`src/shortest_path_dijkstra_assert.svh`:
```
// assertion macros for the shortest path block
`ifndef SHORTEST_PATH_DIJKSTRA_ASSERT_SVH
`define SHORTEST_PATH_DIJKSTRA_ASSERT_SVH
`ifndef SYNTH
`define SPD_ASSERT_ALWAYS(lbl, expr) lbl: assert property (@(posedge clk) disable iff (!rst_n) \
  (expr)) else $error("shortest path assertion failed");
`define SPD_ASSERT_NEXT(lbl, ante, cons) lbl: assert property (@(posedge clk) \
  disable iff (!rst_n) (ante) |=> (cons)) else $error("shortest path assertion failed");
`else
`define SPD_ASSERT_ALWAYS(lbl, expr)
`define SPD_ASSERT_NEXT(lbl, ante, cons)
`endif
`endif

```
`src/spd_ram.sv`:
```
`default_nettype none
module spd_ram #(
  parameter int WIDTH = 16,
  parameter int DEPTH = 256,
  localparam int AW = $clog2(DEPTH)
) (
  input  wire logic             clk,
  input  wire logic             we,
  input  wire logic [AW-1:0]    waddr,
  input  wire logic [WIDTH-1:0] wdata,
  input  wire logic [AW-1:0]    raddr,
  output logic      [WIDTH-1:0] rdata
);

  logic [WIDTH-1:0] mem_r [DEPTH];
  logic [WIDTH-1:0] rdata_r;

  always_ff @(posedge clk) begin
    if (we) begin
      mem_r[waddr] <= wdata;
    end
    rdata_r <= mem_r[raddr];
  end

  assign rdata = rdata_r;

endmodule
`default_nettype wire

```
`config.mk`:
```
export PLATFORM = sky130hd
export DESIGN_NAME = spd_ram
export DESIGN_NICKNAME = d
export VERILOG_FILES = /design/src/shortest_path_dijkstra_assert.svh /design/src/spd_ram.sv
export SDC_FILE = /design/constraint.sdc
export NUM_CORES = 2
export LEC_CHECK = 0
export BUFFER_PORTS_ARGS = -buffer_cell sky130_fd_sc_hd__buf_2
export CORE_MARGIN = 5
export CORE_UTILIZATION = 34
export CTS_BUF_LIST = sky130_fd_sc_hd__clkbuf_4
export CTS_CLUSTER_DIAMETER = 50
export DETAILED_ROUTE_END_ITERATION = 16
export PLACE_DENSITY = 0.48
export RECOVER_POWER = 25
export SLEW_MARGIN = 15
export SYNTH_ARGS = -nofsm -noshare
export SYNTH_HDL_FRONTEND = slang
export SYNTH_SLANG_ARGS = --single-unit
```
`constraint.sdc`:
```
create_clock -name clk -period 2.37 [get_ports clk]
set_input_delay 0.3555 -clock clk [delete_from_list [all_inputs] [get_ports clk]]
set_output_delay 0.3555 -clock clk [all_outputs]
set_load 0.02 [all_outputs]
```
==> impl_metrics.py <==
metrics = {
    "job": {
        "cap_violations": 11,
    },
    "cells_and_area": {
        "layout-drive-gt1-share_pct": 40.69,
        "final_nets": 9398,
        "syn2layout_area_growth_pct": 21.89,
        "post-route-util_pct": 41.48,
        "final_area_um2": 193500,
    },
    "worst_setup_path": {
        "crit_type": "input port to flop",
        "cp-end-kind": "flop",
        "path_cells": "dlygate4sd3_1 -> dlygate4sd3_1 -> clkbuf_1 -> clkbuf_4 -> buf_12",
        "cp_data_required_time_ps": 3680,
        "worst-path-buf-inv": 5,
        "cpPeakStageDelay_ps": 1210,
        "cp-start-kind": "input port",
        "worstPathMaxFanout": 81,
        "crit_arrival_ps": 4250,
        "crit_family": "buffers and inverters",
        "cpMostUsedCell": "dlygate4sd3_1",
        "cp_slowest_cell": "clkbuf_4",
    },
    "hold_path": {
        "hp-class": "input port to flop",
    },
    "clock_tree": {
        "post_cts_buffers": 0,
        "numClockSinks": 4112,
        "cts_buffers": 1169,
        "clock_latency_ps": 1680,
        "cts_tree": "yes",
        "root_buffer": "clkbuf_4",
        "clockBufferDepth": 5,
        "ctsHtreeMaxLevel": 7,
        "clk_pin_slew_ps": 70,
    },
    "yosys": {
        "synthAdderAreaFrac_pct": 0,
        "synth_top_flop_cell": "edfxtp_1",
        "synth_compound_area_share_pct": 3.537,
        "synth_simple_gate_area_share_pct": 1.574,
        "postSynthCellCount": 7360,
        "yosysSeqAreaShare_pct": 77.70,
        "netlist_top_cells_area": "edfxtp_1 (77%), mux4_2 (11%), mux2i_1 (3.6%)",
        "syn_nets": 7394,
        "synthArstFlopShare_pct": 0,
        "ys_types": 52,
        "synth-xor-area-share_pct": 0,
        "yosysTopAreaCell": "edfxtp_1",
        "avgSynthCellArea_um2": 21.56,
        "syn_area_um2": 158700,
        "synth_top_area_share_pct": 77.50,
        "synth_edf_count": 4096,
        "synthMuxAreaShare_pct": 15.50,
        "yosysWarnings": 0,
        "ys_ff_latch": 4112,
        "synth_top_family_by_area": "multiplexers",
        "synthMostInstantiatedCell": "edfxtp_1",
        "synthTopCellsByCount": "edfxtp_1 (4096), mux4_2 (797), mux2i_1 (565)",
    },
    "timing": {
        "grt_setup_unrepaired": "yes",
        "fin_crit_ps": 2948,
        "slew_headroom_pct": -75.67,
        "hold_viol": 0,
        "fin_crit_sh_pct": 124.4,
        "slew_violations": 459,
        "worst_pin_slew_ps": 2635,
        "setup_viol": 2167,
        "setup_tns_ps": -332510,
        "fin_ws_ps": -578.0,
        "skew_ps": 188.3,
        "clock.fmax_mhz": 339.2,
    },
    "floorplan": {
        "fp.dieH_um": 693.2,
        "dieArea_um2": 480600,
        "initial_core_util_pct": 34.03,
        "rows": 251,
        "die_x_um": 693.2,
        "ios": 50,
        "design.core.area_um2": 466400,
    },
    "power": {
        "finalPower_mw": 152.0,
        "ir_worst_vdd_v": 0.0004807,
        "p_per_area_nw_per_um2": 785.6,
        "leakage_nw": 63.70,
    },
    "placed_design": {
        "io_buffers": 49,
        "dp_slack_ps": -1402,
        "dp_hpwl_um": 305000,
        "place_congestion": 0.8419,
        "post_dp_cell_area_um2": 178500,
    },
    "global_route": {
        "overflow": 0,
        "grt_usage_pct": 20.07,
        "grt_start_max_net_pins": 97,
        "grt_pass1_vias": 89220,
        "antenna_found_initial": 40,
        "grt_pass1_wl_um": 678500,
    },
    "run_status": {
        "violations": "capacitance limit, slew limit, setup timing",
        "status": "finished, violations left",
    },
    "drt": {
        "routedWlPerCell_um": 29.70,
        "drt_iter0_markers": 8220,
        "vias": 85440,
        "wl_um": 483800,
        "route.detailed.drc": 0,
        "ant_nets": 0,
        "first_pass_iters": 8,
        "via_per_inst": 5.244,
    },
}
-- metal layers --
layer  GRT usage (%)  share of wire [%]
met5               0             0.0043
met4           6.239                2.2
met3           4.358                6.5
met2           32.36                 49
met1           27.24                 43
-- per-stage QoR --
| stage | hold slack (ps) | instances |
|---|---|---|
| after floorplan | 454.4 | 7360 |
| after global placement | 733.1 | 14320 |
| after detailed placement | 739.3 | 14320 |
| after CTS | 0.8759 | 16280 |
| after global routing | 76.55 | 16290 |
| final | 248.5 | 16290 |
-- timing repair --
item                                     CTS  global route
endpoints found under the setup margin    32            55
gates resized for setup                  170            41
cloned                                     0             0
pin swaps                                 14            14
hold endpoints to repair                8208             1
hold buffers                              82             1
-- power breakdown --
| group | switching (mW) | total [mW] | internal (mW) |
|---|---|---|---|
| combinational | 5.67 | 9.33 | 3.66 |
| clock | 28.5 | 62.2 | 33.7 |
| sequential | 0.203 | 80.4 | 80.2 |
| total | 34.4 | 152 | 118 |
-- registers in the layout, summed over array words and instances (netlist names) --
| signal | count |
|---|---|
| rdata | 16 |
| mem_r | 4096 |
-- worst min-delay path: stages --
cell	delay [ps]
dlygate4sd3_1	530
buf_4	230
buf_4	260
buf_4	180
nor3_1	60
nor3_1	170
nor4_1	70
-- kinds of logic after synthesis --
| kind of cell | after synthesis |
|---|---|
| muxes | 1450 |
| and+or+nand+nor | 556 |
| buffers and inverters | 456 |
| AOI/OAI and AO/OA | 786 |
| DFF | 4112 |
-- path summary, 6_finish.rpt --
path	start	end	slack [ps]	cells after the start
hold / removal	raddr[3]	rdata[7]	250	7
hold reg to reg	mem_r[87][7]	rdata[7]	1090	5
setup reg to reg	mem_r[23][13]	rdata[13]	-120	6
setup / recovery	wdata[13]	mem_r[10][13]	-580	5
-- cell usage in the layout (no fill, tap or decap), types with 26 or more instances in the layout --
cell type,n
a21oi_1,174
a22oi_1,31
buf_12,371
buf_4,731
buf_6,44
clkbuf_4,1673
clkinv_1,151
clkinv_2,28
dlygate4sd3_1,64
edfxtp_1,4096
mux2_2,76
mux2i_1,565
mux4_2,797
nand2_1,30
nand4_1,26
nor2_1,145
nor2_2,157
nor3_1,86
o21ai_0,34
o221ai_1,252
o22ai_1,148
-- layout make-up --
type	count	area, um^2
Antenna cell	19	47.55
Clock buffer	1661	12470
Clock inverter	220	1334
Fill cell	41480	272900
Inverter	4	27.53
Multi-Input combinational cell	2792	33960
Sequential cell	4112	123400
Tap cell	6198	7755
Timing Repair Buffer	1285	14480
Note: power is estimated with default switching activity, not from simulation.
