==> src/shortest_path_dijkstra_assert.svh <==
// assertion macros for the shortest path block
`ifndef SHORTEST_PATH_DIJKSTRA_ASSERT_SVH
`define SHORTEST_PATH_DIJKSTRA_ASSERT_SVH
`ifndef SYNTH
`define SPD_ASSERT_ALWAYS(lbl, expr) lbl: assert property (@(posedge clk) disable iff (!rst_n) \
  (expr)) else $error("shortest path assertion failed");
`define SPD_ASSERT_NEXT(lbl, ante, cons) lbl: assert property (@(posedge clk) \
  disable iff (!rst_n) (ante) |=> (cons)) else $error("shortest path assertion failed");
`else
`define SPD_ASSERT_ALWAYS(lbl, expr)
`define SPD_ASSERT_NEXT(lbl, ante, cons)
`endif
`endif

==> src/spd_pkg.sv <==
`default_nettype none
package spd_pkg;

  localparam int OP_W   = 2;
  localparam int VTX_W  = 4;
  localparam int CNT_W  = 5;
  localparam int WIN_W  = 16;
  localparam int DIST_W = 20;

  typedef logic [DIST_W-1:0] dist_t;
  typedef logic [VTX_W-1:0]  vtx_t;
  typedef logic [OP_W-1:0]   op_t;

  localparam dist_t DIST_MAX = 20'hFFFFF;

  localparam op_t OP_WRITE = 2'd0;
  localparam op_t OP_ONE   = 2'd1;
  localparam op_t OP_ALL   = 2'd2;

  // result of one relaxation step
  typedef struct packed {
    logic  upd;
    dist_t new_dist;
  } relax_t;

endpackage
`default_nettype wire

==> src/spd_relax.sv <==
`default_nettype none
module spd_relax import spd_pkg::*; #(
  parameter int WEIGHT_BITS = 16
) (
  input  wire dist_t                  base_dist,
  input  wire logic [WEIGHT_BITS-1:0] weight,
  input  wire dist_t                  old_dist,
  input  wire logic                   old_reached,
  output relax_t                      res
);

  localparam int SW = ((WEIGHT_BITS > DIST_W) ? WEIGHT_BITS : DIST_W) + 1;

  logic [SW-1:0] sum;
  dist_t         cand;

  always_comb begin
    sum  = SW'(base_dist) + SW'(weight);
    // path sums saturate at the top of the distance range
    cand = (sum > SW'(DIST_MAX)) ? DIST_MAX : DIST_W'(sum);
    res.new_dist = cand;
    res.upd      = (weight != '0) && (!old_reached || (cand < old_dist));
  end

endmodule
`default_nettype wire

==> config.mk <==
export PLATFORM = sky130hd
export DESIGN_NAME = spd_relax
export DESIGN_NICKNAME = d
export VERILOG_FILES = /design/src/shortest_path_dijkstra_assert.svh /design/src/spd_pkg.sv /design/src/spd_relax.sv
export SDC_FILE = /design/constraint.sdc
export NUM_CORES = 1
export LEC_CHECK = 0
export ABC_AREA = 1
export BUFFER_PORTS_ARGS = -buffer_cell sky130_fd_sc_hd__buf_2
export CELL_PAD_IN_SITES_DETAIL_PLACEMENT = 0
export CELL_PAD_IN_SITES_GLOBAL_PLACEMENT = 1
export CORE_ASPECT_RATIO = 0.6
export CORE_UTILIZATION = 34
export DETAILED_ROUTE_END_ITERATION = 16
export PLACE_DENSITY_LB_ADDON = 0.1
export SYNTH_ARGS = -nofsm -noshare
export SYNTH_HDL_FRONTEND = slang
export SYNTH_SLANG_ARGS = --single-unit
==> constraint.sdc <==
create_clock -name vclk -period 5.1
set_input_delay 0.51 -clock vclk [all_inputs]
set_output_delay 0.51 -clock vclk [all_outputs]
set_load 0.01 [all_outputs]
==> results of run 1 <==
## area by class of cell
class	count	area, sq um
Inverter	45	169
Timing Repair Buffer	78	390
Tap cell	60	75.1
Multi-Input combinational cell	202	1350
Fill cell	501	2230
## kinds of logic (layout without fill, tap and decap cells)
group	count (synthesis)	in the layout
AOI/OAI and AO/OA	43	43
buffers and inverters	47	123
adders and majority gates	36	36
and+or+nand+nor	112	112
xor gates and xnor gates	11	11
## worst max-delay path by stage
stage | to | startpoint | depth (start not counted)
floorplan | res[20] | base_dist[0] | 22
finish | res[20] | weight[0] | 22
CTS | res[20] | weight[0] | 22
global route | res[20] | weight[0] | 22
detailed placement | res[20] | weight[0] | 22
global placement | res[20] | weight[0] | 23
## critical path, stage by stage
cell and delay, ns:
sky130_fd_sc_hd__buf_2 0.09, sky130_fd_sc_hd__ha_1 0.15, sky130_fd_sc_hd__inv_1 0.05, sky130_fd_sc_hd__fa_1 0.35, sky130_fd_sc_hd__inv_1 0.07, sky130_fd_sc_hd__nand2_1 0.07, sky130_fd_sc_hd__nand2_1 0.12, sky130_fd_sc_hd__nand3_2 0.08
sky130_fd_sc_hd__nand2_2 0.12, sky130_fd_sc_hd__inv_1 0.09, sky130_fd_sc_hd__o21bai_2 0.18, sky130_fd_sc_hd__nand3_1 0.12, sky130_fd_sc_hd__nand4_1 0.10, sky130_fd_sc_hd__nand3_1 0.14, sky130_fd_sc_hd__ha_1 0.32, sky130_fd_sc_hd__nand2_1 0.06
sky130_fd_sc_hd__nor3_1 0.26, sky130_fd_sc_hd__nor4b_1 0.28, sky130_fd_sc_hd__nand2_1 0.09, sky130_fd_sc_hd__nand2_1 0.14, sky130_fd_sc_hd__a21oi_2 0.06, sky130_fd_sc_hd__buf_2 0.13
## through the flow
stage | total power [mW] | hold slack (ns) | setup WS (ns) | instance area [sq um]
final | 0.281 | 1.27 | 1.02 | 1980
after detailed placement | 0.281 | 1.27 | 1.03 | 1980
after global placement | 0.283 | 1.28 | 1.03 | 1980
after floorplan | 0.186 | 1.07 | 1.55 | 1530
after CTS | 0.282 | 1.28 | 1.02 | 1980
after global routing | 0.320 | 1.28 | 0.702 | 1980
## cells in the mapped netlist, types with 2 or more instances
cell type / number / area, sq um
sky130_fd_sc_hd__nand2_2: 5 / 31.3
sky130_fd_sc_hd__o221ai_1: 2 / 17.5
sky130_fd_sc_hd__a211oi_1: 3 / 22.5
sky130_fd_sc_hd__nand3_1: 10 / 50.1
sky130_fd_sc_hd__nor4_1: 4 / 25.0
sky130_fd_sc_hd__o21a_1: 2 / 15.0
sky130_fd_sc_hd__xnor2_1: 5 / 43.8
sky130_fd_sc_hd__a21oi_1: 21 / 105
sky130_fd_sc_hd__nand2_1: 61 / 229
sky130_fd_sc_hd__a21oi_2: 2 / 17.5
sky130_fd_sc_hd__nand3_2: 2 / 20.0
sky130_fd_sc_hd__nand4_1: 4 / 25.0
sky130_fd_sc_hd__nor2_1: 17 / 63.8
sky130_fd_sc_hd__ha_1: 35 / 438
sky130_fd_sc_hd__inv_1: 44 / 165
sky130_fd_sc_hd__nor3_1: 2 / 10.0
sky130_fd_sc_hd__nor2_2: 4 / 25.0
sky130_fd_sc_hd__xor2_1: 6 / 52.6
sky130_fd_sc_hd__o21ai_0: 5 / 25.0
## layer usage
metal	track usage	vias up	share of wire
met2	0.265	56	0.34
met3	0.00613	0	0.050
li1	-	980	-
met1	0.293	768	0.61
met4	0.00269	0	0
met5	0	-	0
## power by group
group	internal [mW]	switching, mW
registers	0	0
logic	0.117	0.164
clock network	0	0
==> results.py, run 1 <==
metrics = {
    "run_status": {
        "status": "complete, no violations",
    },
    "detailed_routing": {
        "wl_per_cell_um": 11.2,
        "wl_mm": 4.33,
        "drtPass1Iterations": 4,
        "routed-via-count": 1804,
        "drcViolationCount": 0,
        "detail-route-antenna-nets": 0,
        "drtIter0Drc": 52,
        "routed_via_density": 4.69,
    },
    "timing": {
        "layout_worst_path_cycle_share": 0.800,
        "setup_viol": 0,
        "timing.setup.tns_ns": 0,
        "rsz0062_at_grt": "false",
        "achievable-frequency_mhz": 245,
        "max-slew-margin-rel": 0.684,
        "count_of_final_max_slew_check_failures": 0,
        "final_hold_viol_count": 0,
        "fin_crit_ns": 4.08,
        "timing_worst_slew_pin_value_ns": 0.470,
    },
    "clock_tree": {
        "post_cts_hold_buffer_count": 0,
        "post_cts.resized_instances": 0,
        "post_cts_setup_repair_buffer_count": 0,
    },
    "layout": {
        "antenna_cells": 0,
        "finish.cell_count_without_fillers": 385,
        "fin_nets": 420,
        "mostFrequentLayoutCell": "sky130_fd_sc_hd__buf_2",
        "areaGrowthSynthToFinish_pct": 29.3,
        "register_area_sq_um": 0,
        "final_cell_mix": "78 x sky130_fd_sc_hd__buf_2, 61 x sky130_fd_sc_hd__nand2_1, 44 x sky130_fd_sc_hd__inv_1, 35 x sky130_fd_sc_hd__ha_1, 21 x sky130_fd_sc_hd__a21oi_1",
        "share_of_layout_cells_above_drive_strength_1": 0.298,
        "utilization": 0.471,
        "clockBufferCount": 0,
        "seq_cell_count": 0,
    },
    "global_route": {
        "grt_start_max_net_pins": 21,
        "globalRouteOverflowTotal": 0,
        "grt_util_all_layers": 0.179,
        "wire_length_of_the_first_global_routing_pass_mm": 6.78,
        "antenna_found_initial": 0,
        "first_global_vias": 1527,
    },
    "placed_design": {
        "place.gp.congestion": 0.812,
        "placedCellCount": 385,
        "hpwlAfterDp_mm": 3.92,
        "port_buffers": 78,
    },
    "yosys": {
        "synthCells": 249,
        "ys_seq_area_frac": 0,
        "mappedNetlistArea_sq_um": 1530,
        "synthesis.nets": 342,
        "syn_avg_cell_area_sq_um": 6.16,
        "largest_family_of_logic_cells_by_synthesized_area": "simple AND/OR/NAND/NOR gates",
        "yosys.area_share.adder": 0.299,
        "synth_xor_xnor_area_share": 0.0629,
        "ys.warnings.count": 0,
        "synth-simple-area-share": 0.327,
        "synth_cell_types": 34,
        "synth_mux_area_frac": 0,
        "synth_compound_area_frac": 0.191,
    },
    "floorplan": {
        "dieWidth_um": 88.7,
        "start_util": 0.364,
        "design.die.area_sq_um": 4790,
        "io_pins": 78,
        "dieHeight_um": 54.0,
        "floorplan.rows": 18,
        "core_area_sq_um": 4210,
    },
    "worst_hold_path": {
        "hold_path_depth": 3,
        "critical_hold_path_startpoint": "old_reached",
        "min_to": "res[20]",
        "worst_hold_path_type": "primary input to output pin",
    },
    "setup_path": {
        "crit_type": "primary input to output pin",
        "critPathRequiredTime_ns": 4.59,
        "timing.critical_path.fanout_max": 4,
        "setup.worst_path.start_class": "primary input",
        "cp-end-kind": "output pin",
        "worst_ep_arrival_time_ns": 3.57,
    },
    "power_and_ir_drop": {
        "pwr_cell_area_nw_per_um2": 142,
        "max-vdd-ir-drop_uv": 43.5,
        "cellLeakagePower_nw": 1.18,
    },
    "job": {
        "cap_viol_max_count": 0,
    },
}
Note: power is estimated with default switching activity, not from simulation.
==> run 2: changes to the inputs <==
--- a/config.mk
+++ b/config.mk
@@ -10,7 +10,7 @@
 export CELL_PAD_IN_SITES_DETAIL_PLACEMENT = 0
 export CELL_PAD_IN_SITES_GLOBAL_PLACEMENT = 1
 export CORE_ASPECT_RATIO = 0.6
-export CORE_UTILIZATION = 34
+export CORE_UTILIZATION = 29
 export DETAILED_ROUTE_END_ITERATION = 16
 export PLACE_DENSITY_LB_ADDON = 0.1
 export SYNTH_ARGS = -nofsm -noshare
==> constraint.sdc (replaced) <==
create_clock -name vclk -period 3.5
set_input_delay 0.35 -clock vclk [all_inputs]
set_output_delay 0.35 -clock vclk [all_outputs]
set_load 0.01 [all_outputs]
==> run 2 against run 1 <==
First-iteration DRC count shrank 9.6%. Sequential cell count is the same. Via count grew 10%. Critical path depth is the same. Die area grew 17%. Count of clock-buffer cells in the layout is the same.
==> results.py, run 2 (synthesis results as in run 1) <==
metrics = {
    "layout": {
        "final_cell_mix": "75 x sky130_fd_sc_hd__buf_2, 55 x sky130_fd_sc_hd__nand2_1, 50 x sky130_fd_sc_hd__buf_4, 41 x sky130_fd_sc_hd__inv_1, 22 x sky130_fd_sc_hd__ha_1",
        "layout.filler_cells": 520,
        "antenna_cells": 0,
        "share_of_layout_cells_above_drive_strength_1": 0.531,
        "mostFrequentLayoutCell": "sky130_fd_sc_hd__buf_2",
        "finish.cell_count_without_fillers": 441,
        "fin_nets": 470,
        "register_area_sq_um": 0,
        "seq_cell_count": 0,
        "multiInputGateArea_sq_um": 1710,
        "areaGrowthSynthToFinish_pct": 79.4,
        "clockBufferCount": 0,
        "utilization": 0.541,
        "stdcell_area_sq_um": 2750,
    },
    "placed_design": {
        "placedCellCount": 430,
        "port_buffers": 78,
        "placed_area_sq_um": 2280,
        "place.gp.congestion": 0.795,
        "hpwlAfterDp_mm": 4.37,
    },
    "timing": {
        "fin_worst_hold_slack_ns": 0.954,
        "achievable-frequency_mhz": 296,
        "count_of_final_max_slew_check_failures": 0,
        "timing.setup.tns_ns": 0,
        "setup_viol": 0,
        "max-slew-margin-rel": 0.565,
        "layout_worst_path_cycle_share": 0.966,
        "fin_crit_ns": 3.38,
        "final_hold_viol_count": 0,
        "timing_worst_slew_pin_value_ns": 0.647,
        "rsz0062_at_grt": "true",
    },
    "global_route": {
        "globalRouteOverflowTotal": 0,
        "first_global_vias": 1771,
        "use_met3": 0.00388,
        "wire_length_of_the_first_global_routing_pass_mm": 7.98,
        "grt_util_all_layers": 0.181,
        "grt-busiest-layer": "met1",
        "antenna_found_initial": 0,
        "grt_start_max_net_pins": 10,
        "global_route.usage.met2": 0.282,
        "grtUsageMet1": 0.292,
    },
    "floorplan": {
        "core_area_sq_um": 5080,
        "start_util": 0.302,
        "io_pins": 78,
        "dieWidth_um": 95.9,
        "floorplan.rows": 20,
        "dieHeight_um": 58.3,
        "design.die.area_sq_um": 5590,
    },
    "setup_path": {
        "cp-end-kind": "output pin",
        "setup.worst_path.start_class": "primary input",
        "timing.critical_path.fanout_max": 4,
        "worst_ep_arrival_time_ns": 3.03,
        "critPathRequiredTime_ns": 3.15,
        "crit_type": "primary input to output pin",
    },
    "worst_hold_path": {
        "hold_path_depth": 3,
        "worst_hold_path_type": "primary input to output pin",
    },
    "clock_tree": {
        "post_cts_hold_buffer_count": 0,
    },
    "power_and_ir_drop": {
        "switching_share": 0.511,
        "share_comb_of_total_power": 1.000,
        "part_of_the_power_in_registers": 0,
        "cellLeakagePower_nw": 1.47,
        "netSwitchingPower_uw": 310,
        "max-vdd-ir-drop_uv": 71.7,
        "power.internal_uw": 296,
        "pwr_cell_area_nw_per_um2": 220,
        "part_of_the_power_in_the_clock_network": 0,
    },
    "detailed_routing": {
        "drcViolationCount": 0,
        "drtPass1Iterations": 4,
        "routed-via-count": 1992,
        "routed_via_density": 4.52,
        "drtIter0Drc": 47,
        "wl_mm": 5.24,
        "wl_per_cell_um": 11.9,
        "detail-route-antenna-nets": 0,
    },
    "run_status": {
        "status": "complete, no violations",
    },
    "job": {
        "cap_viol_max_count": 0,
    },
}
[run 2: changes by cell type in the layout (fill, tap and decap cells not counted), sizes merged]
cell / before / now
buf: 78 / 128
[run 2: final cells by class]
class                           instances  share of cell area
Multi-Input combinational cell        202               0.621
Tap cell                               66              0.0300
Inverter                               45              0.0614
Timing Repair Buffer                  128               0.288
[run 2: per-stage QoR]
stage | total power [mW] | setup slack, ns
global route | 0.671 | -0.121
CTS | 0.545 | -0.0470
floorplan | 0.271 | 0.270
global placement | 0.490 | -0.328
finish | 0.606 | 0.118
detailed placement | 0.490 | -0.218
[run 2: worst paths after layout]
check | slack [ns] | to | from
worst max-delay path | 0.12 | res[20] | base_dist[0]
worst min-delay path | 0.95 | res[20] | old_reached
[run 2: power groups by stage]
stage / sequential, mW / clock [mW] / combinational [mW]
global placement: 0 / 0 / 0.490
detailed placement: 0 / 0 / 0.490
finish: 0 / 0 / 0.606
floorplan: 0 / 0 / 0.271
CTS: 0 / 0 / 0.545
global route: 0 / 0 / 0.671
[run 2: timing repair]
action,4_1_cts,5_1_grt
endpoints found under the hold margin,0,0
pin swaps,19,21
resized for setup,28,44
endpoints found under the setup margin,1,1
buffers inserted,9,2
cloned,0,0
[run 2: routing by layer]
layer | share of wire | up-vias | wire (um)
li1 | - | 1076 | -
met3 | 0.063 | 0 | 332
met4 | 0 | 0 | 0
met1 | 0.54 | 859 | 2800
met2 | 0.40 | 57 | 2100
met5 | 0 | - | 0
[run 2: worst max-delay path: stages]
cell and delay, ns:
sky130_fd_sc_hd__buf_8 0.07, sky130_fd_sc_hd__ha_4 0.12, sky130_fd_sc_hd__inv_2 0.03, sky130_fd_sc_hd__fa_2 0.32, sky130_fd_sc_hd__inv_2 0.07, sky130_fd_sc_hd__nand2_2 0.05, sky130_fd_sc_hd__nand2_2 0.06, sky130_fd_sc_hd__nand3_2 0.06
sky130_fd_sc_hd__nand2_2 0.10, sky130_fd_sc_hd__nand2_2 0.08, sky130_fd_sc_hd__nand2_4 0.12, sky130_fd_sc_hd__nand3_4 0.08, sky130_fd_sc_hd__xor2_2 0.16, sky130_fd_sc_hd__nand2_2 0.10, sky130_fd_sc_hd__ha_4 0.27, sky130_fd_sc_hd__nand4_1 0.16
sky130_fd_sc_hd__nor3_4 0.23, sky130_fd_sc_hd__nor4b_4 0.21, sky130_fd_sc_hd__nand2_1 0.10, sky130_fd_sc_hd__nand2_2 0.09, sky130_fd_sc_hd__a21oi_2 0.05, sky130_fd_sc_hd__buf_2 0.13
==> run 3: changes to the inputs <==
--- a/config.mk
+++ b/config.mk
@@ -5,12 +5,12 @@
 export SDC_FILE = /design/constraint.sdc
 export NUM_CORES = 1
 export LEC_CHECK = 0
-export ABC_AREA = 1
+export ABC_AREA = 0
 export BUFFER_PORTS_ARGS = -buffer_cell sky130_fd_sc_hd__buf_2
 export CELL_PAD_IN_SITES_DETAIL_PLACEMENT = 0
 export CELL_PAD_IN_SITES_GLOBAL_PLACEMENT = 1
 export CORE_ASPECT_RATIO = 0.6
-export CORE_UTILIZATION = 29
+export CORE_UTILIZATION = 30
 export DETAILED_ROUTE_END_ITERATION = 16
 export PLACE_DENSITY_LB_ADDON = 0.1
 export SYNTH_ARGS = -nofsm -noshare
==> run 3 against run 2 <==
The flow now finishes with violations (setup timing). Critical endpoint unchanged. Routed wire length rose by 12%. Global-route usage grew 1.6 points. Fmax fell by 4.5%.
==> results.py, run 3 <==
metrics = {
    "run_status": {
        "status": "finished with violations",
        "failed_checks": "setup timing",
    },
    "yosys": {
        "synth-simple-area-share": 0.229,
        "synthesis.nets": 320,
        "syn_avg_cell_area_sq_um": 6.87,
        "library_cell_with_the_largest_summed_area_after_synthesis": "sky130_fd_sc_hd__ha_1",
        "yosys.area.top_type_share": 0.281,
        "most_frequent_cell_after_synthesis": "sky130_fd_sc_hd__ha_1",
        "synth_mux_area_frac": 0,
        "synth_xor_xnor_area_share": 0.0674,
        "synthCells": 227,
        "ys.warnings.count": 0,
        "synth_compound_area_frac": 0.309,
        "synth_cell_types": 44,
        "ys_seq_area_frac": 0,
        "mappedNetlistArea_sq_um": 1560,
        "largest_family_of_logic_cells_by_synthesized_area": "compound AO/OA/AOI/OAI gates",
        "yosys.area_share.adder": 0.294,
        "yosys-top-cells-area": "sky130_fd_sc_hd__ha_1 28%, sky130_fd_sc_hd__nand2_1 7.0%, sky130_fd_sc_hd__a21oi_1 6.7%",
        "top_cell_types_by_occurrence_after_synthesis": "35 x sky130_fd_sc_hd__ha_1, 29 x sky130_fd_sc_hd__nand2_1, 28 x sky130_fd_sc_hd__inv_1, 21 x sky130_fd_sc_hd__a21oi_1, 14 x sky130_fd_sc_hd__nor2_1",
    },
    "power_and_ir_drop": {
        "cellLeakagePower_nw": 1.49,
        "pwr_cell_area_nw_per_um2": 221,
        "fin_total_pwr_uw": 674,
        "max-vdd-ir-drop_uv": 101,
    },
    "timing": {
        "fin_crit_ns": 3.54,
        "fin_worst_hold_slack_ns": 0.994,
        "timing.final.ws_setup_ns": -0.0424,
        "timing_worst_slew_pin_value_ns": 0.652,
        "final_hold_viol_count": 0,
        "max-slew-margin-rel": 0.564,
        "layout_worst_path_cycle_share": 1.01,
        "rsz0062_at_grt": "true",
        "achievable-frequency_mhz": 282,
        "setup_viol": 1,
        "timing.setup.tns_ns": -0.0424,
        "count_of_final_max_slew_check_failures": 0,
    },
    "global_route": {
        "wire_length_of_the_first_global_routing_pass_mm": 8.79,
        "globalRouteOverflowTotal": 0,
        "grt_start_max_net_pins": 9,
        "antenna_found_initial": 0,
        "first_global_vias": 1868,
        "grt_util_all_layers": 0.197,
    },
    "setup_path": {
        "max_stage_delay_ns": 0.33,
        "cp-end-kind": "output pin",
        "crit_type": "primary input to output pin",
        "worst_ep_arrival_time_ns": 3.19,
        "crit_slowest_cell": "sky130_fd_sc_hd__fa_2",
        "setup.worst_path.start_class": "primary input",
        "cpLargestDelayFamily": "compound AO/OA/AOI/OAI gates",
        "timing.critical_path.fanout_max": 6,
        "ordered_list_of_cells_on_the_worst_path": "buf_4 > ha_4 > inv_2 > fa_2 > nand2b_4 > a21oi_4 > o32ai_4 > o21ai_4 > buf_6 > a31oi_4 > a41oi_2 > ha_1 > and4_4 > a311oi_2 > o2111ai_2 > o22ai_2 > buf_2",
        "critPathRequiredTime_ns": 3.15,
        "buffer_and_inverter_count_on_the_worst_path": 4,
    },
    "layout": {
        "utilization": 0.638,
        "share_of_layout_cells_above_drive_strength_1": 0.586,
        "layout.filler_cells": 425,
        "stdcell_area_sq_um": 3050,
        "fin_nets": 457,
        "antenna_cells": 0,
        "seq_cell_count": 0,
        "final_cell_mix": "68 x sky130_fd_sc_hd__buf_2, 55 x sky130_fd_sc_hd__buf_4, 27 x sky130_fd_sc_hd__inv_1, 21 x sky130_fd_sc_hd__nand2_1",
        "areaGrowthSynthToFinish_pct": 95.7,
        "mostFrequentLayoutCell": "sky130_fd_sc_hd__buf_2",
        "clockBufferCount": 0,
        "register_area_sq_um": 0,
    },
    "detailed_routing": {
        "drtIter0Drc": 56,
        "routed_via_density": 4.91,
        "drcViolationCount": 0,
        "wl_per_cell_um": 13.8,
        "wl_mm": 5.86,
        "detail-route-antenna-nets": 0,
        "routed-via-count": 2087,
        "drtPass1Iterations": 4,
    },
    "worst_hold_path": {
        "critical_hold_path_startpoint": "old_reached",
        "hold_path_depth": 3,
        "min_to": "res[20]",
        "worst_hold_path_type": "primary input to output pin",
    },
    "floorplan": {
        "start_util": 0.326,
        "dieHeight_um": 57.8,
        "design.die.area_sq_um": 5500,
        "dieWidth_um": 95.1,
        "floorplan.rows": 19,
        "io_pins": 78,
        "core_area_sq_um": 4780,
    },
    "job": {
        "cap_viol_max_count": 0,
    },
    "placed_design": {
        "placed_area_sq_um": 2390,
        "place.gp.congestion": 0.862,
        "hpwlAfterDp_mm": 4.53,
        "port_buffers": 78,
    },
}
## run 3: cell types whose count changed after synthesis, moves of 5 or more
cell / before / now
sky130_fd_sc_hd__o21ai_0: 5 / 10
sky130_fd_sc_hd__inv_1: 44 / 28
sky130_fd_sc_hd__a21o_1: 0 / 8
sky130_fd_sc_hd__nand2_1: 61 / 29
sky130_fd_sc_hd__nand3_1: 10 / 2
## run 3: how the worst max path moves through the flow
stage                        startpoint  endpoint  cells past startpoint
after global routing          weight[0]   res[20]                     17
after detailed placement      weight[0]   res[20]                     17
after global placement    base_dist[11]   res[20]                     15
after CTS                 base_dist[11]   res[20]                     16
after floorplan            base_dist[0]   res[20]                     17
final                         weight[0]   res[20]                     17
## run 3: final cells by class
type               instances  area [sq um]  area share
well taps                 63          78.8      0.0258
repair buffers           142           967       0.317
multi-input cells        192          1900       0.623
inverters                 28           105      0.0345
## run 3: per-layer routing
layer | track usage | wire length, um | vias up
li1 | - | - | 1096
met1 | 0.337 | 3130 | 927
met2 | 0.283 | 2430 | 64
met3 | 0.00131 | 298 | 0
met4 | 0 | 0 | 0
met5 | 0 | 0 | -
## run 3: power breakdown
group | switching [mW] | leakage, nW | internal, mW | total (mW)
clock | 0 | 0 | 0 | 0
sequential | 0 | 0 | 0 | 0
combinational | 0.329 | 1.49 | 0.344 | 0.674
total | 0.329 | 1.49 | 0.344 | 0.674
## run 3: logic make-up after synthesis
| kind of cell | count (synthesis) |
|---|---|
| AOI/OAI and AO/OA | 70 |
| xor gates and xnor gates | 12 |
| adders and majority gates | 36 |
| buffers and inverters | 35 |
| and+or+nand+nor | 74 |
## run 3: repair_timing
item / in CTS / in global routing
setup buffers: 9 / 4
resized for setup: 39 / 60
hold buffers: 0 / 0
endpoints found under the setup margin: 1 / 1
pin swaps: 26 / 33
## run 3: per-stage QoR
step / instances / setup WS (ns)
after floorplan: 227 / 0.0154
after global placement: 412 / -0.173
after detailed placement: 412 / -0.185
after CTS: 421 / 0.00259
after global routing: 425 / -0.148
final: 425 / -0.0424
